**config.mk**
```make
export PLATFORM = sky130hd
export DESIGN_NAME = recursive_monitor_lock_unit_top
export DESIGN_NICKNAME = d
export VERILOG_FILES = /design/src/design/rmlu_pkg.sv /design/src/design/recursive_monitor_lock_unit_top.sv /design/src/design/rmlu_fifo.sv /design/src/design/rmlu_ctrl.sv
export SDC_FILE = /design/constraint.sdc
export NUM_CORES = 1
export LEC_CHECK = 0
export ABC_AREA = 1
export BUFFER_PORTS_ARGS = -buffer_cell sky130_fd_sc_hd__buf_2
export CELL_PAD_IN_SITES_DETAIL_PLACEMENT = 1
export CELL_PAD_IN_SITES_GLOBAL_PLACEMENT = 2
export CORE_UTILIZATION = 39
export DETAILED_ROUTE_END_ITERATION = 8
export HOLD_SLACK_MARGIN = 0.03
export PLACE_DENSITY = 0.79
export SYNTH_ARGS = -nofsm -noshare
export SYNTH_HDL_FRONTEND = slang
export SYNTH_SLANG_ARGS = --single-unit
```
**constraint.sdc**
```tcl
create_clock -name clk -period 3.55 [get_ports clk]
set_input_delay 0.71 -clock clk [delete_from_list [all_inputs] [get_ports clk]]
set_output_delay 0.71 -clock clk [all_outputs]
set_load 0.02 [all_outputs]
```
**src/design/rmlu_pkg.sv**
```systemverilog
`default_nettype none

package rmlu_pkg;

  // Sizing of the lock unit.
  localparam int THREAD_BITS = 8;
  localparam int QUEUE_DEPTH = 16;
  localparam int COUNT_BITS  = 16;

  localparam int PTR_BITS  = (QUEUE_DEPTH > 1) ? $clog2(QUEUE_DEPTH) : 1;
  localparam int SIZE_BITS = $clog2(QUEUE_DEPTH + 1);

  // Field widths of the request and response.
  localparam int KIND_W   = 3;
  localparam int TID_W    = 8;
  localparam int STATUS_W = 3;
  localparam int MOVED_W  = 5;

  // Request kinds.
  localparam logic [KIND_W-1:0] KIND_ENTER      = 3'd0;
  localparam logic [KIND_W-1:0] KIND_EXIT       = 3'd1;
  localparam logic [KIND_W-1:0] KIND_HOLDS      = 3'd2;
  localparam logic [KIND_W-1:0] KIND_WAIT       = 3'd3;
  localparam logic [KIND_W-1:0] KIND_NOTIFY_ONE = 3'd4;
  localparam logic [KIND_W-1:0] KIND_NOTIFY_ALL = 3'd5;

  // Response status codes.
  localparam logic [STATUS_W-1:0] STAT_DONE      = 3'd0;
  localparam logic [STATUS_W-1:0] STAT_QUEUED    = 3'd1;
  localparam logic [STATUS_W-1:0] STAT_NOT_OWNER = 3'd2;
  localparam logic [STATUS_W-1:0] STAT_FULL      = 3'd3;
  localparam logic [STATUS_W-1:0] STAT_OVERFLOW  = 3'd4;

  typedef logic [THREAD_BITS-1:0] thread_t;
  typedef logic [COUNT_BITS-1:0]  count_t;
  typedef logic [PTR_BITS-1:0]    ptr_t;
  typedef logic [SIZE_BITS-1:0]   size_t;

  localparam count_t COUNT_MAX = {COUNT_BITS{1'b1}};

  typedef struct packed {
    logic [KIND_W-1:0] kind;
    logic [TID_W-1:0]  thread_id;
  } req_t;

  typedef struct packed {
    logic [STATUS_W-1:0] status;
    logic                holds;
    logic                granted_valid;
    logic [TID_W-1:0]    granted_thread;
    logic [MOVED_W-1:0]  moved_count;
    logic                owner_valid;
    logic [TID_W-1:0]    owner_thread;
  } rsp_t;

  // One queue entry: a waiting thread and its saved recursion count.
  typedef struct packed {
    thread_t thr;
    count_t  cnt;
  } entry_t;

  // Queue control from the sequencer.
  typedef struct packed {
    logic push;
    logic pop;
    logic rd_en;
  } fifo_ctl_t;

  // Queue status back to the sequencer.
  typedef struct packed {
    logic  empty;
    logic  full;
    logic  one;
    size_t size;
  } fifo_sts_t;

endpackage

`default_nettype wire

```
**src/design/recursive_monitor_lock_unit_top.sv**
```systemverilog
`default_nettype none

// Channel    Handshake                  Payload
// request    req_valid / req_stall      req : req_t (kind, thread_id)
// response   rsp_valid / rsp_stall      rsp : rsp_t (status ... owner_thread)
//
// A request is taken while the sequencer is idle and executed in its execute
// step. A notify-all stays in that step until its waiters are moved or it
// stops at a full entry queue, since the sequencer moves one condition waiter
// per cycle through the queue read port while the output register is free.
// Reset clears the lock holder and empties both queues at once; no clearing
// pass is needed. A stalled response holds the sequencer in its execute step,
// while a request may still be taken when the sequencer is idle.
module recursive_monitor_lock_unit_top import rmlu_pkg::*; (
  input  wire logic clk,
  input  wire logic rst,
  input  wire logic req_valid,
  output logic      req_stall,
  input  wire req_t req,
  output logic      rsp_valid,
  input  wire logic rsp_stall,
  output rsp_t      rsp
);

  fifo_ctl_t eq_ctl;
  fifo_ctl_t cq_ctl;
  fifo_sts_t eq_sts;
  fifo_sts_t cq_sts;
  entry_t    eq_wd;
  entry_t    eq_rd;
  entry_t    cq_wd;
  entry_t    cq_rd;
  logic      out_free;
  logic      res_load;
  rsp_t      res;

  // The output register is free when empty or when its transaction completes.
  assign out_free = !rsp_valid || !rsp_stall;

  // Entry queue: threads waiting to acquire the lock.
  rmlu_fifo u_entry_q (
    .clk     (clk),
    .rst     (rst),
    .ctl     (eq_ctl),
    .wr_data (eq_wd),
    .rd_data (eq_rd),
    .sts     (eq_sts)
  );

  // Condition queue: threads that waited and wait for a notify.
  rmlu_fifo u_cond_q (
    .clk     (clk),
    .rst     (rst),
    .ctl     (cq_ctl),
    .wr_data (cq_wd),
    .rd_data (cq_rd),
    .sts     (cq_sts)
  );

  // Sequencer with the holder registers and the shared count unit.
  rmlu_ctrl u_ctrl (
    .clk       (clk),
    .rst       (rst),
    .req_valid (req_valid),
    .req_stall (req_stall),
    .req       (req),
    .out_free  (out_free),
    .res_load  (res_load),
    .res       (res),
    .eq_ctl    (eq_ctl),
    .eq_wd     (eq_wd),
    .eq_rd     (eq_rd),
    .eq_sts    (eq_sts),
    .cq_ctl    (cq_ctl),
    .cq_wd     (cq_wd),
    .cq_rd     (cq_rd),
    .cq_sts    (cq_sts)
  );

  // Response register: one transaction waits here for the consumer.
  always_ff @(posedge clk) begin
    if (rst) begin
      rsp_valid <= 1'b0;
    end else if (res_load) begin
      rsp_valid <= 1'b1;
    end else if (!rsp_stall) begin
      rsp_valid <= 1'b0;
    end
  end

  always_ff @(posedge clk) begin
    if (res_load) begin
      rsp <= res;
    end
  end

endmodule

`default_nettype wire

```
**src/design/rmlu_fifo.sv**
```systemverilog
`default_nettype none

// Circular FIFO of waiting threads. The head entry is read into a register;
// a read issued together with a pop fetches the entry behind the head.
module rmlu_fifo import rmlu_pkg::*; (
  input  wire logic      clk,
  input  wire logic      rst,
  input  wire fifo_ctl_t ctl,
  input  wire entry_t    wr_data,
  output entry_t         rd_data,
  output fifo_sts_t      sts
);

  localparam ptr_t  LAST_PTR = ptr_t'(QUEUE_DEPTH - 1);
  localparam size_t FULL_SIZE = size_t'(QUEUE_DEPTH);

  entry_t mem [QUEUE_DEPTH];
  ptr_t   head;
  ptr_t   tail;
  size_t  size;
  ptr_t   head_inc;
  ptr_t   tail_inc;
  ptr_t   rd_addr;

  assign head_inc = (head == LAST_PTR) ? '0 : head + ptr_t'(1);
  assign tail_inc = (tail == LAST_PTR) ? '0 : tail + ptr_t'(1);
  assign rd_addr  = ctl.pop ? head_inc : head;

  always_ff @(posedge clk) begin
    if (rst) begin
      head <= '0;
      tail <= '0;
      size <= '0;
    end else begin
      if (ctl.push) begin
        tail <= tail_inc;
      end
      if (ctl.pop) begin
        head <= head_inc;
      end
      size <= size + size_t'(ctl.push) - size_t'(ctl.pop);
    end
  end

  always_ff @(posedge clk) begin
    if (ctl.push) begin
      mem[tail] <= wr_data;
    end
    if (ctl.rd_en) begin
      rd_data <= mem[rd_addr];
    end
  end

  assign sts.empty = (size == '0);
  assign sts.full  = (size == FULL_SIZE);
  assign sts.one   = (size == size_t'(1));
  assign sts.size  = size;

endmodule

`default_nettype wire

```
**src/design/rmlu_ctrl.sv**
```systemverilog
`default_nettype none

// Sequencer and lock holder state. One shared incrementer/decrementer serves
// the recursion count; a notify-all moves one waiter per cycle when not stalled.
module rmlu_ctrl import rmlu_pkg::*; (
  input  wire logic      clk,
  input  wire logic      rst,
  input  wire logic      req_valid,
  output logic           req_stall,
  input  wire req_t      req,
  input  wire logic      out_free,
  output logic           res_load,
  output rsp_t           res,
  output fifo_ctl_t      eq_ctl,
  output entry_t         eq_wd,
  input  wire entry_t    eq_rd,
  input  wire fifo_sts_t eq_sts,
  output fifo_ctl_t      cq_ctl,
  output entry_t         cq_wd,
  input  wire entry_t    cq_rd,
  input  wire fifo_sts_t cq_sts
);

  localparam logic [1:0] ST_IDLE = 2'd0;
  localparam logic [1:0] ST_EXEC = 2'd1;

  logic [1:0]        state;
  logic [1:0]        state_next;
  logic [KIND_W-1:0] kind;
  thread_t           tid;
  logic              hv;
  logic              hv_next;
  thread_t           ht;
  thread_t           ht_next;
  count_t            cnt;
  count_t            cnt_next;
  size_t             moved;
  size_t             moved_next;
  logic              gv;
  logic              gv_next;
  thread_t           gt;
  thread_t           gt_next;
  logic [STATUS_W-1:0] stat;
  logic              owner;
  logic              release_lock;
  logic              cnt_dec;
  count_t            cnt_sum;
  logic              accept;

  assign accept    = req_valid && !req_stall;
  assign req_stall = (state != ST_IDLE);
  assign owner     = hv && (ht == tid);

  // Shared count unit: add one or subtract one.
  assign cnt_sum = cnt + (cnt_dec ? COUNT_MAX : count_t'(1));

  always_comb begin
    state_next   = state;
    hv_next      = hv;
    ht_next      = ht;
    cnt_next     = cnt;
    moved_next   = moved;
    gv_next      = gv;
    gt_next      = gt;
    stat         = STAT_DONE;
    release_lock = 1'b0;
    cnt_dec      = 1'b0;
    res_load     = 1'b0;
    eq_ctl       = '0;
    cq_ctl       = '0;
    eq_wd        = '{thr: tid, cnt: '0};
    cq_wd        = '{thr: tid, cnt: cnt};

    if (state == ST_IDLE) begin
      if (accept) begin
        eq_ctl.rd_en = 1'b1;
        cq_ctl.rd_en = 1'b1;
        moved_next   = '0;
        gv_next      = 1'b0;
        gt_next      = '0;
        state_next   = ST_EXEC;
      end
    end else if (out_free) begin
      res_load = 1'b1;
      case (kind)
        KIND_ENTER: begin
          if (!hv) begin
            hv_next  = 1'b1;
            ht_next  = tid;
            cnt_next = '0;
          end else if (owner) begin
            if (cnt == COUNT_MAX) begin
              stat = STAT_OVERFLOW;
            end else begin
              cnt_next = cnt_sum;
            end
          end else if (eq_sts.full) begin
            stat = STAT_FULL;
          end else begin
            eq_ctl.push = 1'b1;
            stat        = STAT_QUEUED;
          end
        end
        KIND_EXIT: begin
          if (!owner) begin
            stat = STAT_NOT_OWNER;
          end else if (cnt != '0) begin
            cnt_dec  = 1'b1;
            cnt_next = cnt_sum;
          end else begin
            release_lock = 1'b1;
          end
        end
        KIND_WAIT: begin
          if (!owner) begin
            stat = STAT_NOT_OWNER;
          end else if (cq_sts.full) begin
            stat = STAT_FULL;
          end else begin
            cq_ctl.push  = 1'b1;
            release_lock = 1'b1;
            stat         = STAT_QUEUED;
          end
        end
        KIND_NOTIFY_ONE, KIND_NOTIFY_ALL: begin
          if (!cq_sts.empty) begin
            if (hv && eq_sts.full) begin
              stat = STAT_FULL;
            end else begin
              cq_ctl.pop   = 1'b1;
              cq_ctl.rd_en = 1'b1;
              moved_next   = moved + size_t'(1);
              if (!hv) begin
                hv_next  = 1'b1;
                ht_next  = cq_rd.thr;
                cnt_next = cq_rd.cnt;
                gv_next  = 1'b1;
                gt_next  = cq_rd.thr;
              end else begin
                eq_ctl.push = 1'b1;
                eq_wd       = cq_rd;
              end
              // Keep moving waiters unless this was the last one to move.
              if (kind == KIND_NOTIFY_ALL && !cq_sts.one) begin
                res_load = 1'b0;
              end
            end
          end
        end
        default: begin
        end
      endcase

      // Hand the lock to the oldest entry waiter, or free it.
      if (release_lock) begin
        if (!eq_sts.empty) begin
          eq_ctl.pop = 1'b1;
          hv_next    = 1'b1;
          ht_next    = eq_rd.thr;
          cnt_next   = eq_rd.cnt;
          gv_next    = 1'b1;
          gt_next    = eq_rd.thr;
        end else begin
          hv_next  = 1'b0;
          ht_next  = '0;
          cnt_next = '0;
        end
      end

      if (res_load) begin
        state_next = ST_IDLE;
      end
    end
  end

  always_comb begin
    res.status         = stat;
    res.holds          = hv_next && (ht_next == tid);
    res.granted_valid  = gv_next;
    res.granted_thread = gv_next ? TID_W'(gt_next) : '0;
    res.moved_count    = MOVED_W'(moved_next);
    res.owner_valid    = hv_next;
    res.owner_thread   = hv_next ? TID_W'(ht_next) : '0;
  end

  always_ff @(posedge clk) begin
    if (rst) begin
      state <= ST_IDLE;
      hv    <= 1'b0;
      ht    <= '0;
      cnt   <= '0;
      moved <= '0;
      gv    <= 1'b0;
      gt    <= '0;
    end else begin
      state <= state_next;
      hv    <= hv_next;
      ht    <= ht_next;
      cnt   <= cnt_next;
      moved <= moved_next;
      gv    <= gv_next;
      gt    <= gt_next;
    end
  end

  always_ff @(posedge clk) begin
    if (accept) begin
      kind <= req.kind;
      tid  <= thread_t'(req.thread_id);
    end
  end

`ifndef SYNTH
  a_free_count_zero: assert property (@(posedge clk) disable iff (rst)
    !hv |-> (cnt == '0))
    else $error("free lock with nonzero recursion count");

  a_load_when_free: assert property (@(posedge clk) disable iff (rst)
    res_load |-> out_free)
    else $error("response loaded while output register is occupied");

  a_eq_no_overrun: assert property (@(posedge clk) disable iff (rst)
    eq_ctl.push |-> !eq_sts.full)
    else $error("push into a full entry queue");

  a_cq_no_underrun: assert property (@(posedge clk) disable iff (rst)
    cq_ctl.pop |-> !cq_sts.empty)
    else $error("pop from an empty condition queue");

  a_load_ends_item: assert property (@(posedge clk) disable iff (rst)
    res_load |=> (state == ST_IDLE))
    else $error("sequencer did not return to idle after a response");
`endif

endmodule

`default_nettype wire

```
# --- Word-level counts from Yosys, hierarchy flattened ---
# Memory sizes are Yosys's and may differ from the RTL's. A register that Yosys moved wholly into a read port is not among the register bits.
# Cells that the tools add are included.
totals:
  reg_bits: 106
  mem_bits_rw: 768
  inputBits: 15
  output_inout_bits: 29
  word_cells: 206
  n_memories: 2
mem_list:
  columns: ["memory", "depth", "width", "rd", "rd_clocked_by_memory_dff", "write_ports", "line_no", "rtl"]
  rows:
  - ["u_cond_q.mem", 16, 24, 1, 1, 1, "rmlu_fifo.sv:17", "entry_t mem [QUEUE_DEPTH];"]
  - ["u_entry_q.mem", 16, 24, 1, 1, 1, "rmlu_fifo.sv:17", null]
classes:
  addsub: 10
  eq_ne: 23
  muxes: 123
  bitwise: 2
  reduce_logical: 23
ops:
  columns: ["op", "n"]
  rows:
  - ["16-bit 2-to-1 mux", 11]
  - ["24-bit 2-to-1 mux", 6]
  - ["8-bit 2-to-1 mux", 17]
  - ["1-bit 2-to-1 mux", 51]
  - ["16-bit case mux with 3 select lines", 1]
  - ["2-bit 2-to-1 mux", 15]
  - ["5-bit 2-to-1 mux", 6]
  - ["4-bit 2-to-1 mux", 6]
  - ["16-bit adder", 1]
  - ["4-bit by 1-bit adder with 4-bit output (second input constant)", 4]
  - ["16-bit equality test (second input constant)", 1]
  - ["4-bit equality test (second input constant)", 4]
  - ["8-bit equality test", 2]
  - ["8-bit case mux with 2 select lines", 1]
  - ["16-bit nonzero test", 1]
  - ["3-bit 2-to-1 mux", 5]
  - ["3-bit case mux with 4 select lines", 1]
  - ["5-bit by 1-bit adder with 5-bit output", 2]
  - ["5-bit equality test (second input constant)", 2]
  - ["5-bit zero test", 2]
  - ["10-bit AND reduction", 1]
  - ["5-bit by 1-bit subtractor with 5-bit output", 2]
  - ["3-bit inequality test (second input constant)", 3]
  - ["4-bit inequality test (second input constant)", 2]
  - ["18 further kinds", 34]

# --- Logic depth before layout (Yosys ltp) ---
# Gate-level depths: netlist (run 1).
depth:
  word_depth: 13
  mapped_depth: 20

# --- Modules after synthesis ---
# Synthesis (run 1) repeated with hierarchy kept, for this count alone.
hier_totals:
  hier_cells: 3936
  area_unflattened_um2: 41148.2
modules_own_cells:
  columns: ["mod", "n_inst", "cells_each", "area_each_um2"]
  rows:
  - ["rmlu_fifo at u_entry_q", 1, 1614, 17997.3]
  - ["rmlu_fifo at u_cond_q", 1, 1613, 17961.0]
  - ["rmlu_ctrl", 1, 678, 4340.4]
  - ["recursive_monitor_lock_unit_top", 1, 31, 849.6]

# --- Worst setup path before layout (run 1) ---
# Ideal clock, no wire load.
synth_path:
  path_type: "input to register"
  start: "input port rsp_stall"
  end: "memory u_entry_q.mem[11][0] (netlist name), enable pin"
  setup_ps: 405
  arrival_ps: 3148
  required_ps: 3145
  slack_ps: -2
  path_stages: 11
  n_path_buf: 0
  cell_sequence: "nand2_1 -> nand2_1 -> inv_1 -> nand2_1 -> nor3_2 -> clkinv_1 -> nand2_1 -> inv_2 -> nor2_1 -> nand2_1 -> nor2_1"
synth_via:
  elab_chain_len: 6
synth_lines:
  columns: ["item", "line_no", "rtl"]
  rows:
  - ["start, declared", "recursive_monitor_lock_unit_top.sv:21", "input wire logic rsp_stall,"]
  - ["1-bit zero test", null, null]
  - ["1-bit logical OR", "recursive_monitor_lock_unit_top.sv:38", "assign out_free = !rsp_valid || !rsp_stall;"]
  - ["2-bit 2-to-1 mux", "rmlu_ctrl.sv:83", "end else if (out_free) begin"]
  - ["2-bit 2-to-1 mux", "rmlu_ctrl.sv:74", "if (state == ST_IDLE) begin"]
  - ["1-bit 2-to-1 mux", "rmlu_fifo.sv:46", "if (ctl.push) begin"]
  - ["1-bit 2-to-1 mux (implied by the code)", "rmlu_fifo.sv:47", "mem[tail] <= wr_data;"]
  - ["end, declared", "rmlu_fifo.sv:17", null]
# No other way between the ends.

# --- Final worst setup path (run 1) ---
layout_path:
  start: "register u_ctrl.tid[5]"
  end: "register u_ctrl.cnt[15]"
layout_via:
  elab_chain_len: 13
layout_lines:
  columns: ["item", "line_no", "rtl"]
  rows:
  - ["start, declared", "rmlu_ctrl.sv:30", "thread_t tid;"]
  - ["start signal, assigned", "rmlu_ctrl.sv:209", "tid <= thread_t'(req.thread_id);"]
  - ["8-bit equality test (*)", "rmlu_ctrl.sv:52", "assign owner = hv && (ht == tid);"]
  - ["1-bit logical AND (*)", "rmlu_ctrl.sv:52", null]
  - ["1-bit 2-to-1 mux", "rmlu_ctrl.sv:105", "if (!owner) begin"]
  - ["1-bit 2-to-1 mux", "rmlu_ctrl.sv:85", "case (kind)"]
  - ["1-bit 2-to-1 mux", "rmlu_ctrl.sv:83", null]
  - ["1-bit 2-to-1 mux", "rmlu_ctrl.sv:74", null]
  - ["16-bit 2-to-1 mux", "rmlu_ctrl.sv:55", "assign cnt_sum = cnt + (cnt_dec ? COUNT_MAX : count_t'(1));"]
  - ["16-bit adder", "rmlu_ctrl.sv:55", null]
  - ["16-bit 2-to-1 mux", "rmlu_ctrl.sv:92", "if (cnt == COUNT_MAX) begin"]
  - ["16-bit 2-to-1 mux", "rmlu_ctrl.sv:91", "end else if (owner) begin"]
  - ["16-bit 2-to-1 mux", "rmlu_ctrl.sv:87", "if (!hv) begin"]
  - ["16-bit case mux with 3 select lines", "rmlu_ctrl.sv:85", null]
  - ["16-bit 2-to-1 mux", "rmlu_ctrl.sv:155", "if (release_lock) begin"]
  - ["end signal, assigned", "rmlu_ctrl.sv:199", "cnt <= cnt_next;"]
  - ["end, declared", "rmlu_ctrl.sv:35", "count_t cnt;"]
# Mark *: on every way between the ends. The rest lies on a longest branch, timed or not. The select of a mux whose other input is x is not followed.
# A chain may end at the register's enable or synchronous reset.

==> results of run 1 <==
==> power by group through the flow <==
stage | sequential, uW | clock, uW | combinational, uW
6_report | 12100 | 10400 | 1550
5_1_grt | 12100 | 11000 | 1710
4_1_cts | 12000 | 10600 | 1550
3_5_place_dp | 12300 | 0 | 1530
3_3_place_gp | 12300 | 0 | 1510
2_1_floorplan | 12300 | 0 | 853
==> cell usage in the layout, fill, tap and decap left out, drive strengths merged, types with 2 or more instances in the layout <==
master      n
inv       447
clkbuf    117
dfxtp      67
nand4      17
edfxtp    854
o21bai      3
clkinvlp    5
nor2      441
a21oi      44
a21o        2
a31oi      14
nand3b     76
buf       257
o21ai     269
nor3       16
fa          3
clkinv     39
nand2     525
nand3     493
a211oi      4
bufinv     14
xor2       12
o22ai      13
nor4        2
ha         37
xnor2       3
o211ai    102
==> Yosys cell counts (44+ instances only) <==
cell type | n | area share [%]
sky130_fd_sc_hd__a21oi_1 | 44 | 0.55
sky130_fd_sc_hd__buf_2 | 84 | 1.1
sky130_fd_sc_hd__clkbuf_1 | 75 | 0.71
sky130_fd_sc_hd__dfxtp_1 | 67 | 3.4
sky130_fd_sc_hd__edfxtp_1 | 854 | 64
sky130_fd_sc_hd__inv_1 | 431 | 4.1
sky130_fd_sc_hd__nand2_1 | 520 | 4.9
sky130_fd_sc_hd__nand3_1 | 490 | 6.2
sky130_fd_sc_hd__nand3b_1 | 76 | 1.4
sky130_fd_sc_hd__nor2_1 | 435 | 4.1
sky130_fd_sc_hd__o211ai_1 | 102 | 1.9
sky130_fd_sc_hd__o21ai_0 | 265 | 3.3
==> per-layer routing <==
metal | vias to the layer above | routed length [um]
met5 | - | 0
met4 | 0 | 2720
met3 | 179 | 5190
met2 | 647 | 58100
li1 | 12875 | -
met1 | 14081 | 51500
==> metrics by stage <==
stage | std cells | TNS [ns] | util, % | setup WS (ns) | area [um^2]
2_1_floorplan | 3640 | -0.118 | - | -0.00246 | 39900
3_5_place_dp | 5057 | -0.0315 | 43.0 | -0.0171 | 43400
4_1_cts | 5233 | 0 | 46.3 | 0.00102 | 46600
3_3_place_gp | 5057 | 0 | 43.0 | 0.0516 | 43400
6_report | 5240 | 0 | 46.3 | 0.160 | 46700
5_1_grt | 5240 | 0 | 46.3 | 0.0134 | 46700
==> sequential cells by signal, indices dropped and copies added (netlist names), 5 cells and up <==
name	count
u_entry_q.mem	384
u_entry_q.size	5
u_cond_q.rd_data	24
u_ctrl.tid	8
rsp	27
u_cond_q.mem	384
u_cond_q.size	5
u_ctrl.cnt	16
u_ctrl.ht	8
u_entry_q.rd_data	24
u_ctrl.gt	8
u_ctrl.moved	5
==> logic make-up (layout without fill, tap and decap cells) <==
group,Yosys count,after routing,synth area share [%]
AND/OR/NAND/NOR,1572,1572,17.6
XOR/XNOR,15,15,0.330
flip-flops,921,921,67.7
AO/OA/AOI/OAI,456,456,6.59
buffers and inverters,636,879,6.46
adder cells (fa/ha/maj),40,40,1.31
==> repair_timing <==
action / in CTS / in global routing
gates cloned: 0 / 0
buffers inserted: 0 / 7
resized for setup: 1 / 11
pin swaps: 0 / 3
setup endpoints to repair: 1 / 10
==> cell type report <==
type	count	area, um^2
flip-flops and latches	921	27000
fillers	10897	54100
inverters	446	1680
clock buffers	117	2550
well taps	1357	1700
multi-input cells	2083	10600
repair buffers	257	2410
clock inverters	59	682
==> final timing paths <==
path	endpoint	cells after the start	slack, ns	from
worst max-delay path	u_ctrl.cnt[15]	21	0.16	u_ctrl.tid[5]
worst min-delay path	u_ctrl.kind[0]	1	0.24	req[8]
worst max register to register	u_ctrl.cnt[15]	21	0.16	u_ctrl.tid[5]
worst min register to register	u_ctrl.moved[4]	1	0.49	u_ctrl.moved[4]
==> insert_results.sql, run 1 <==
INSERT INTO impl_metrics (metric_group, metric, value, unit) VALUES
('yosys', 'count_of_different_cell_masters_after_synthesis', '46', ''),
('layout', 'diodes', '0', ''),
('timing', 'hold_viol_final', '0', ''),
('drt', 'drtIter0Drc', '2390', ''),
('drt', 'dr_total_vias', '27782', ''),
('timing', 'worst_clock_skew', '0.0246', 'ns'),
('power_and_ir_drop', 'power_density', '515', 'nW/um^2'),
('floorplan', 'floorplan.initialDensity', '39.6', '%'),
('grt', 'grt_start_max_net_pins', '87', ''),
('drt', 'drt_wl_total', '117000', 'um'),
('clock_network', 'clock_tree_from_tritoncts', 'built', ''),
('placement', 'detailed_place_hpwl', '71100', 'um'),
('yosys', 'synthesis.yosys.warnings', '0', ''),
('floorplan', 'die_width', '322', 'um'),
('critical_path', 'critPathCaptureType', 'flop', ''),
('critical_path', 'worst-setup-path-type', 'flop to flop', ''),
('floorplan', 'chipHeight', '322', 'um'),
('critical_path', 'slowest_delay', '0.41', 'ns'),
('timing', 'max-slew-margin-rel', '20.4', '%'),
('clock_network', 'cts_buffer_depth', '3', ''),
('yosys', 'mean_instance_size_in_the_synthesized_netlist', '10.9', 'um^2'),
('timing', 'max_slew.worst_pin.slew', '1.19', 'ns'),
('timing', 'fin_worst_hold_slack', '0.240', 'ns'),
('grt', 'overflow_left_after_global_routing', '0', ''),
('yosys', 'synth_edf_count', '854', ''),
('clock_network', 'postCtsHoldBufs', '0', ''),
('yosys', 'sequential_to_total_area_share_from_yosys_stat', '67.7', '%'),
('yosys', 'ys_dominant_reg_cell', 'sky130_fd_sc_hd__edfxtp_1', ''),
('job', 'drv.max_cap_violation_count', '0', ''),
('critical_path', 'required', '4.10', 'ns'),
('layout', 'drive_above_1_share', '12.4', '%'),
('clock_network', 'cts-buffers-inserted', '98', ''),
('status', 'outcome', 'finished clean', ''),
('critical_path', 'cp-start-kind', 'flop', ''),
('critical_path', 'crit_slowest_cell', 'sky130_fd_sc_hd__edfxtp_1', ''),
('timing', 'drv_slew', '0', ''),
('placement', 'place.gp.congestion', '0.848', ''),
('power_and_ir_drop', 'p_int', '18600', 'uW'),
('yosys', 'synth_cells', '3640', ''),
('grt', 'grt_usage', '22.7', '%'),
('layout', 'synthToLayoutAreaGrowth', '17.1', '%'),
('critical_path', 'path_cells', 'inv_2 -> nand2_1 -> nand2_1 -> nor2_2 -> nand4_1 -> nor2_2 -> nand4_1 -> buf_4 -> inv_2 -> buf_4 -> ha_1 -> a21oi_1 -> nor2_1 -> o21ai_0 -> o311ai_0 -> o21bai_1 -> o21bai_1 -> nand3_1 -> nand2_1 -> nand2_1 -> a21oi_1', ''),
('layout', 'design.final.nets', '3862', ''),
('floorplan', 'core_outline_area', '101000', 'um^2'),
('power_and_ir_drop', 'switching_power', '5440', 'uW'),
('floorplan', 'pin_count', '44', ''),
('grt', 'grt_pass1_wl', '177000', 'um'),
('drt', 'drt_drc_violations_left', '0', ''),
('power_and_ir_drop', 'power.share.sequential', '50.2', '%'),
('drt', 'routed_length_per_placed_instance', '22.4', 'um'),
('grt', 'global_route.usage.met2', '39.4', '%'),
('clock_network', 'register_clock_pin_slew_on_the_reported_worst_setup_and_hold_paths', '0.06', 'ns'),
('drt', 'postRouteAntennaNets', '0', ''),
('grt', 'first_global_vias', '28578', ''),
('grt', 'groute.layer.met3.usage', '2.85', '%'),
('drt', 'viasPerCell', '5.30', ''),
('timing', 'min_period', '3.39', 'ns'),
('clock_network', 'worstSkewPairLatency', '0.68', 'ns'),
('grt', 'globalRoute.busiestLayer', 'met2', ''),
('critical_path', 'cp_data_arrival_time', '3.94', 'ns'),
('placement', 'io_buffers', '43', ''),
('floorplan', 'rows', '116', ''),
('critical_path', 'cp.buffers_inverters', '4', ''),
('timing', 'timing.fmax', '295', 'MHz'),
('yosys', 'synthesis.nets', '3695', ''),
('power_and_ir_drop', 'pwr-share-clk', '43.4', '%'),
('power_and_ir_drop', 'total_power', '24000', 'uW'),
('worst_hold_path', 'worstHoldPathType', 'input port to flop', ''),
('power_and_ir_drop', 'worst_ir_drop_vdd', '0.410', 'mV'),
('timing', 'finalCritPeriodShare', '95.5', '%'),
('power_and_ir_drop', 'p_leak', '0.0173', 'uW');
No activity file was read; power rests on OpenSTA's default activity.
==> inputs of run 2 (changes only) <==
Settings changed: CORE_UTILIZATION 39 to 40, CTS_BUF_LIST from default to sky130_fd_sc_hd__clkbuf_8, PLACE_DENSITY 0.79 to 0.81.
==> insert_results.sql, run 2 (synthesized netlist as in run 1, its figures left out) <==
INSERT INTO impl_metrics (metric_group, metric, value, unit) VALUES
('grt', 'antenna_found_initial', '3', ''),
('critical_path', 'cp_data_arrival_time', '4.00', 'ns'),
('grt', 'grt_pass1_wl', '180000', 'um'),
('drt', 'drt_wl_total', '119000', 'um'),
('floorplan', 'rows', '115', ''),
('critical_path', 'r2r_setup_slack', '0.23', 'ns'),
('power_and_ir_drop', 'p_leak', '0.0173', 'uW'),
('placement', 'place.gp.congestion', '0.840', ''),
('layout', 'nFillCells', '10694', ''),
('timing', 'setup_viol_count_final', '0', ''),
('clock_network', 'cts_max_level', '4', ''),
('layout', 'layout_commonest_cell', 'sky130_fd_sc_hd__edfxtp_1', ''),
('timing', 'fin_setup_tns', '0', 'ns'),
('placement', 'detailed_place_hpwl', '69800', 'um'),
('timing', 'hold_viol_final', '0', ''),
('layout', 'design.final.nets', '3904', ''),
('clock_network', 'worstSkewPairLatency', '0.84', 'ns'),
('drt', 'dr.pass1.iters', '5', ''),
('power_and_ir_drop', 'worst_ir_drop_vdd', '0.330', 'mV'),
('drt', 'routed_length_per_placed_instance', '22.6', 'um'),
('timing', 'final.setup.worst_slack', '0.232', 'ns'),
('drt', 'highest_layer', 'met4', ''),
('layout', 'drive_above_1_share', '12.5', '%'),
('timing', 'drv_slew', '0', ''),
('worst_hold_path', 'min_delay_path_depth', '1', ''),
('drt', 'dr_total_vias', '28221', ''),
('power_and_ir_drop', 'power_density', '480', 'nW/um^2'),
('clock_network', 'register_clock_pin_slew_on_the_reported_worst_setup_and_hold_paths', '0.06', 'ns'),
('timing', 'setup_repair_after_global_routing_missed_its_margin', 'false', ''),
('worst_hold_path', 'worstHoldEndpoint', 'u_ctrl.kind[0]', ''),
('floorplan', 'core_outline_area', '98600', 'um^2'),
('job', 'drv.max_cap_violation_count', '0', ''),
('critical_path', 'launch_point_of_the_worst_reg_to_reg_path', 'u_ctrl.tid[3]', ''),
('clock_network', 'cts_root_cell', 'sky130_fd_sc_hd__clkbuf_8', ''),
('drt', 'viasPerCell', '5.37', ''),
('critical_path', 'slowest_delay', '0.43', 'ns'),
('critical_path', 'worstPathMaxFanout', '5', ''),
('layout', 'layout.core_utilization', '46.6', '%'),
('grt', 'overflow_left_after_global_routing', '0', ''),
('floorplan', 'floorplan.initialDensity', '40.4', '%'),
('critical_path', 'worst-r2r-cell-count', '18', ''),
('timing', 'min_period', '3.32', 'ns'),
('timing', 'timing.fmax', '301', 'MHz'),
('layout', 'largest_registers', 'u_cond_q.mem (384), u_entry_q.mem (384), rsp (27)', ''),
('clock_network', 'cts-buffers-inserted', '153', ''),
('critical_path', 'cp-start-kind', 'flop', ''),
('placement', 'detailedPlace.worstSlack', '0.182', 'ns'),
('drt', 'met3RoutedLength', '6650', 'um'),
('grt', 'grt_start_max_net_pins', '97', ''),
('drt', 'routedLengthMet1', '51800', 'um'),
('critical_path', 'worst-setup-path-type', 'flop to flop', ''),
('layout', 'most-common-layout-cells', 'sky130_fd_sc_hd__edfxtp_1 (854), sky130_fd_sc_hd__nand2_1 (518), sky130_fd_sc_hd__nand3_1 (490), sky130_fd_sc_hd__inv_1 (487), sky130_fd_sc_hd__nor2_1 (400)', ''),
('timing', 'finalCritPeriodShare', '93.5', '%'),
('floorplan', 'die-area', '101000', 'um^2'),
('timing', 'max-slew-margin-rel', '43.0', '%'),
('floorplan', 'die_width', '318', 'um'),
('drt', 'drtIter0Drc', '2338', ''),
('worst_hold_path', 'timing.hold.worst.start', 'req[8]', ''),
('floorplan', 'chipHeight', '318', 'um'),
('critical_path', 'required', '4.23', 'ns'),
('timing', 'worst_clock_skew', '0.0334', 'ns'),
('drt', 'wl_met2', '57000', 'um'),
('drt', 'postRouteAntennaNets', '0', ''),
('clock_network', 'clock_sink_count', '921', ''),
('placement', 'io_buffers', '43', ''),
('clock_network', 'clock_tree_from_tritoncts', 'built', ''),
('drt', 'drt_drc_violations_left', '0', ''),
('critical_path', 'rr_endpoint', 'u_cond_q.size[4]', ''),
('critical_path', 'path_cells', 'inv_2 -> nand2_1 -> nand2_1 -> nor2_1 -> nand2_1 -> nor2_4 -> nand4_4 -> nor2_2 -> inv_1 -> ha_1 -> inv_1 -> ha_1 -> inv_1 -> fa_1 -> nor3_1 -> a211oi_1 -> o21ai_0 -> a21oi_1', ''),
('clock_network', 'cts_buffer_depth', '3', ''),
('critical_path', 'critPathCaptureType', 'flop', ''),
('grt', 'first_global_vias', '29386', ''),
('timing', 'max_slew.worst_pin.slew', '0.854', 'ns'),
('floorplan', 'pin_count', '44', ''),
('layout', 'synthToLayoutAreaGrowth', '15.3', '%'),
('status', 'outcome', 'finished clean', ''),
('grt', 'grt_usage', '23.6', '%'),
('critical_path', 'crit_slowest_cell', 'sky130_fd_sc_hd__edfxtp_1', ''),
('worst_hold_path', 'worstHoldPathType', 'input port to flop', '');
run 2: cell count changes in the layout (fill, tap and decap cells not counted), moves of 8 or more:
cell | previous run | this run
sky130_fd_sc_hd__clkbuf_16 | 99 | 0
sky130_fd_sc_hd__clkbuf_8 | 1 | 157
sky130_fd_sc_hd__clkinv_1 | 19 | 39
sky130_fd_sc_hd__clkbuf_1 | 17 | 0
sky130_fd_sc_hd__bufinv_16 | 14 | 0
sky130_fd_sc_hd__clkinv_2 | 18 | 5
sky130_fd_sc_hd__inv_6 | 3 | 11
sky130_fd_sc_hd__buf_4 | 167 | 147
sky130_fd_sc_hd__inv_1 | 428 | 487
run 2: per-layer routing:
layer / vias up / global-route usage (%)
met2: 753 / 39.1
met3: 221 / 4.01
li1: 12979 / -
met1: 14268 / 31.1
met4: 0 / 8.75
met5: - / 0
run 2: per-stage QoR:
step	hold slack (ns)	total power, uW	cells	cell area, um^2
after detailed placement	0.459	13800	4971	43200
after CTS	0.0323	22200	5244	45900
after floorplan	0.434	13200	3640	39900
after global routing	0.0677	22800	5252	46000
after global placement	0.446	13800	4971	43200
final	0.0926	22100	5252	46000
run 2: how the worst max path moves through the flow:
stage / from / end / slack, ns / cells past startpoint
floorplan: rsp_stall / u_entry_q.mem[11][0] / -0.002 / 11
global placement: rsp_stall / u_entry_q.size[4] / 0.22 / 18
detailed placement: u_ctrl.tid[7] / u_cond_q.size[4] / 0.18 / 18
CTS: u_ctrl.tid[3] / u_cond_q.size[4] / 0.15 / 18
global route: u_ctrl.tid[7] / u_cond_q.size[4] / 0.002 / 18
finish: u_ctrl.tid[3] / u_cond_q.size[4] / 0.23 / 18
run 2: final cells by class:
type	instances	area, um^2	share of cell area, %
well taps	1287	1610	3.50
clock buffers	157	2160	4.70
inverters	446	1680	3.66
clock inverters	113	495	1.08
repair buffers	244	2370	5.16
flip-flops and latches	921	27000	58.7
multi-input cells	2083	10600	23.2
diodes	1	2.50	0.00545
run 2: timing repair:
item                       in CTS  in global routing
setup buffers                   0                  7
hold endpoints to repair        3                  0
hold buffers                    3                  0
setup endpoints to repair       0                 13
gates resized for setup         0                  6
run 2: critical path, delay by kind of cell, from the launching register on:
kind / cells / cell delay, ns
compound gates: 3 / 0.33
fa+ha+maj: 3 / 0.93
buf+inv: 4 / 0.37
flops: 1 / 0.43
simple gates: 8 / 1.12
run 2: power by group:
part           internal, uW  total, uW  leakage (uW)  switching, uW
Clock                  4110       8460       0.00157           4350
Sequential            12000      12100       0.00886           92.9
Combinational           451       1530       0.00683           1080
